**config.mk**
```make
export PLATFORM = sky130hd
export DESIGN_NAME = fk_delay
export DESIGN_NICKNAME = d
export VERILOG_FILES = /design/src/fk_delay.sv
export SDC_FILE = /design/constraint.sdc
export NUM_CORES = 1
export LEC_CHECK = 0
export BUFFER_PORTS_ARGS = -buffer_cell sky130_fd_sc_hd__clkbuf_2
export CAP_MARGIN = 20
export CORE_MARGIN = 3
export CORE_UTILIZATION = 53
export CTS_BUF_LIST = sky130_fd_sc_hd__clkbuf_16
export CTS_CLUSTER_SIZE = 25
export DETAILED_ROUTE_END_ITERATION = 10
export GPL_TIMING_DRIVEN = 0
export PLACE_DENSITY = 0.82
export SETUP_SLACK_MARGIN = 0.1
export SYNTH_ARGS = -nofsm -noshare
export SYNTH_HDL_FRONTEND = slang
export SYNTH_SLANG_ARGS = --single-unit
export TNS_END_PERCENT = 5
```
**constraint.sdc**
```tcl
create_clock -name clk -period 1.5 [get_ports clk]
set_input_delay 0.3 -clock clk [delete_from_list [all_inputs] [get_ports clk]]
set_output_delay 0.3 -clock clk [all_outputs]
set_load 0.01 [all_outputs]
```
**src/fk_delay.sv**
```systemverilog
// delay line that keeps side values aligned with the pipeline
module fk_delay #(
	parameter int W = 32,
	parameter int D = 2
) (
	input  logic         clk,
	input  logic         en,
	input  logic [W-1:0] d,
	output logic [W-1:0] q
);
	logic [W-1:0] line_q [D];

	always_ff @(posedge clk) begin
		if (en) begin
			line_q[0] <= d;
			for (int i = 1; i < D; i++) begin
				line_q[i] <= line_q[i-1];
			end
		end
	end

	assign q = line_q[D-1];
endmodule

```
# Word level (Yosys, flattened, before mapping)
# Memories as Yosys holds them, arrays and structs flattened.
# Cells that the tools add are included.
# word_totals
ram_bits	64
n_memories	1
romBits	0
register_bits	0
latchBits	0
inputBits	34
# classes
n_mux	2
bitwise_logic	0
n_eq_ne	0
magnitude_cmp	0
reduce_logical	0
addsub	0
div	0
mul	0
shift	0
# memory_table
memory	depth	word_bits	rd	rd_ports_with_merged_regs	wr	line_no	rtl
line_q	2	32	2	0	2	11	logic [W-1:0] line_q [D];
# op_table
cell	n
$mux 1	2

# Longest topological paths before layout
# logic_depth
depth_word	2
mapped_depth	1
ltp_nobuf	0

# Worst setup path after synthesis
# Ideal clock, no wire load.
# synth_timing
path_kind	flip-flop to output port
from	memory line_q[1][0], in the netlist line_q[0][32]
to	output port q[0]
stages_incl_launch_ff	2
n_path_buf	1
t_required_ps	1200
path_slack_ps	724
arrival_time_ps	476
path_cell_list	edfxtp_1 -> buf_4
# synth_rtl
item	line_no	rtl
start, declared	11	
end, declared	9	output logic [W-1:0] q

==> results.py <==
metrics = {
    "finish": {
        "nets": 207,
        "largest_register_ffs": 64,
        "design_area_sq_um": 2820,
        "drive_above_1_share_pct": 61.0,
        "reg_top3": "line_q: 64 flops",
        "final_util_pct": 74.1,
        "fillers": 254,
        "seqCellArea_sq_um": 1920,
        "multi_input_area_sq_um": 0,
        "multi_input_cells": 0,
        "antennaDiodeCount": 0,
        "largest-register": "line_q",
        "syn2layout_area_growth_pct": 30.3,
    },
    "synth": {
        "syn-cell-area_sq_um": 2160,
        "ys_top_cells_by_count": "edfxtp_1, buf_4",
        "async_reset_ff_share_pct": 0,
        "synth_area_per_cell_sq_um": 22.5,
        "synth_top_area_share_pct": 88.9,
        "synth-seq-area-share_pct": 88.9,
        "ys_types": 2,
        "synth_top_flop_cell": "edfxtp_1",
        "ys_top_cells_by_area": "edfxtp_1, buf_4",
        "synth_area_leader_cell": "edfxtp_1",
        "synth.most_common_cell": "edfxtp_1",
        "synth_edf_count": 64,
        "yosys_warnings": 0,
        "ys_ff_latch": 64,
        "syn-num-nets": 130,
        "synthCells": 96,
    },
    "placement": {
        "numPortBuffers": 65,
        "place_area_sq_um": 2570,
        "dpl.hpwl_um": 2010,
        "gp_congestion": 0.643,
    },
    "route": {
        "drc": 0,
        "vias": 1004,
        "routed_wl_um": 3000,
        "ant_nets": 0,
        "viasPerCell": 4.46,
        "wl_per_cell_um": 13.3,
        "drt_iter0_drc": 79,
        "dr.pass1.iters": 4,
    },
    "clock_network": {
        "cts_setup_buffers": 0,
        "ctsResizeCount": 0,
        "numCtsBuffers": 9,
        "clkTransAtPathRegs_ns": 0.05,
        "clockBufferDepth": 2,
        "cts_tree": "built",
        "cts-hold-fix-buffers": 0,
        "cts_sinks": 64,
        "root_buffer": "clkbuf_16",
        "clk_latency_ns": 0.31,
        "htree_levels": 3,
    },
    "floorplan": {
        "core_sq_um": 3800,
        "start_util_pct": 56.9,
        "dieArea_sq_um": 4880,
        "ios": 66,
        "die_y_um": 69.9,
        "fp.dieW_um": 69.9,
        "rows": 22,
    },
    "sta": {
        "fin_skew_ns": 0.00618,
        "maxSlewHeadroom_pct": 59.1,
        "clock.fmax_ghz": 0.797,
        "finalHoldViolCount": 0,
        "min_period_over_period_pct": 83.7,
        "finalSetupViolations": 0,
        "maxSlewViolCount": 0,
        "rsz0062_at_grt": "no",
        "finalCriticalPeriod_ns": 1.26,
        "worst_pin_slew_ns": 0.614,
    },
    "critical_path": {
        "worstSetupStartpointType": "register",
        "cp_slowest_cell": "edfxtp_1",
        "cp.required_ns": 1.20,
        "crit_chain": "buf_4 -> clkbuf_2",
        "end_kind": "output port",
        "cpPeakStageDelay_ns": 0.38,
        "worstSetupPathType": "reg2out",
        "worstPathMaxFanout": 1,
        "arrival_ns": 0.96,
    },
    "outcome": {
        "outcome": "complete, no violations",
    },
    "hold_path": {
        "hold_path.class": "in2reg",
    },
    "global_route": {
        "grt.busiest_layer": "met2",
        "met1_usage_pct": 13.5,
        "grtUsageTotal_pct": 13.9,
        "use_met2_pct": 22.5,
        "antenna_found_initial": 0,
        "grt_first_pass_wirelength_um": 4730,
        "met3_usage_pct": 8.78,
        "grt_pass1_vias": 983,
        "overflow": 0,
        "grt_max_degree": 41,
    },
    "power": {
        "ir_drop_v": 0.000988,
        "p_per_area_nw_per_um2": 1450,
        "leakage_uw": 0.00120,
    },
    "flow_run": {
        "drv_cap": 0,
    },
}
==> per-stage QoR <==
| stage | hold slack, ns | total power, uW | setup TNS (ns) | worst slack (ns) | instances |
|---|---|---|---|---|---|
| global route | 0.144 | 4260 | 0 | 0.203 | 225 |
| detailed placement | 0.405 | 2440 | 0 | 0.0622 | 210 |
| CTS | 0.145 | 4150 | 0 | 0.227 | 225 |
| finish | 0.158 | 4090 | 0 | 0.245 | 225 |
| floorplan | 0.399 | 2290 | 0 | 0.724 | 96 |
| global placement | 0.401 | 2420 | -15.48 | -0.244 | 209 |
==> power breakdown <==
group	total (uW)	switching (uW)	internal (uW)
clock network	1690	623	1070
logic	240	105	134
registers	2160	34.1	2130
total	4090	763	3330
==> layer usage <==
layer	up-vias	routed length (um)
met4	0	48
met3	4	317
li1	478	-
met5	-	0
met1	474	1040
met2	48	1600
==> critical path, delay by kind of cell, from the launching register on <==
kind | cells | cell delay (ns)
buf+inv | 2 | 0.26
flops | 1 | 0.38
==> final cells by class <==
cell class	instances	share of cell area [%]
timing repair buffer	66	12.3
clock inverter	6	0.844
tap	48	2.13
sequential	64	68.2
buffer	32	8.53
clock buffer	9	8.00
==> path summary, 6_finish.rpt <==
check | startpoint | endpoint | slack [ns] | depth (start not counted)
hold reg to reg | line_q[0][19] | line_q[0][51] | 0.42 | 0
setup / recovery | line_q[0][61] | q[29] | 0.24 | 2
setup reg to reg | line_q[0][18] | line_q[0][50] | 0.84 | 0
hold / removal | d[11] | line_q[0][11] | 0.16 | 1
==> kinds of logic (layout without fill, tap and decap cells) <==
kind of cell / count (synthesis) / after routing / share of synthesized area (%)
DFF: 64 / 64 / 88.9
buffers and inverters: 32 / 113 / 11.1
==> cells in the final DEF, fill, tap and decap left out <==
cell type / instances
buf_12: 1
buf_4: 32
clkbuf_16: 9
clkbuf_2: 65
clkinv_2: 1
edfxtp_1: 64
inv_1: 5
Note: power is estimated with default switching activity, not from simulation.
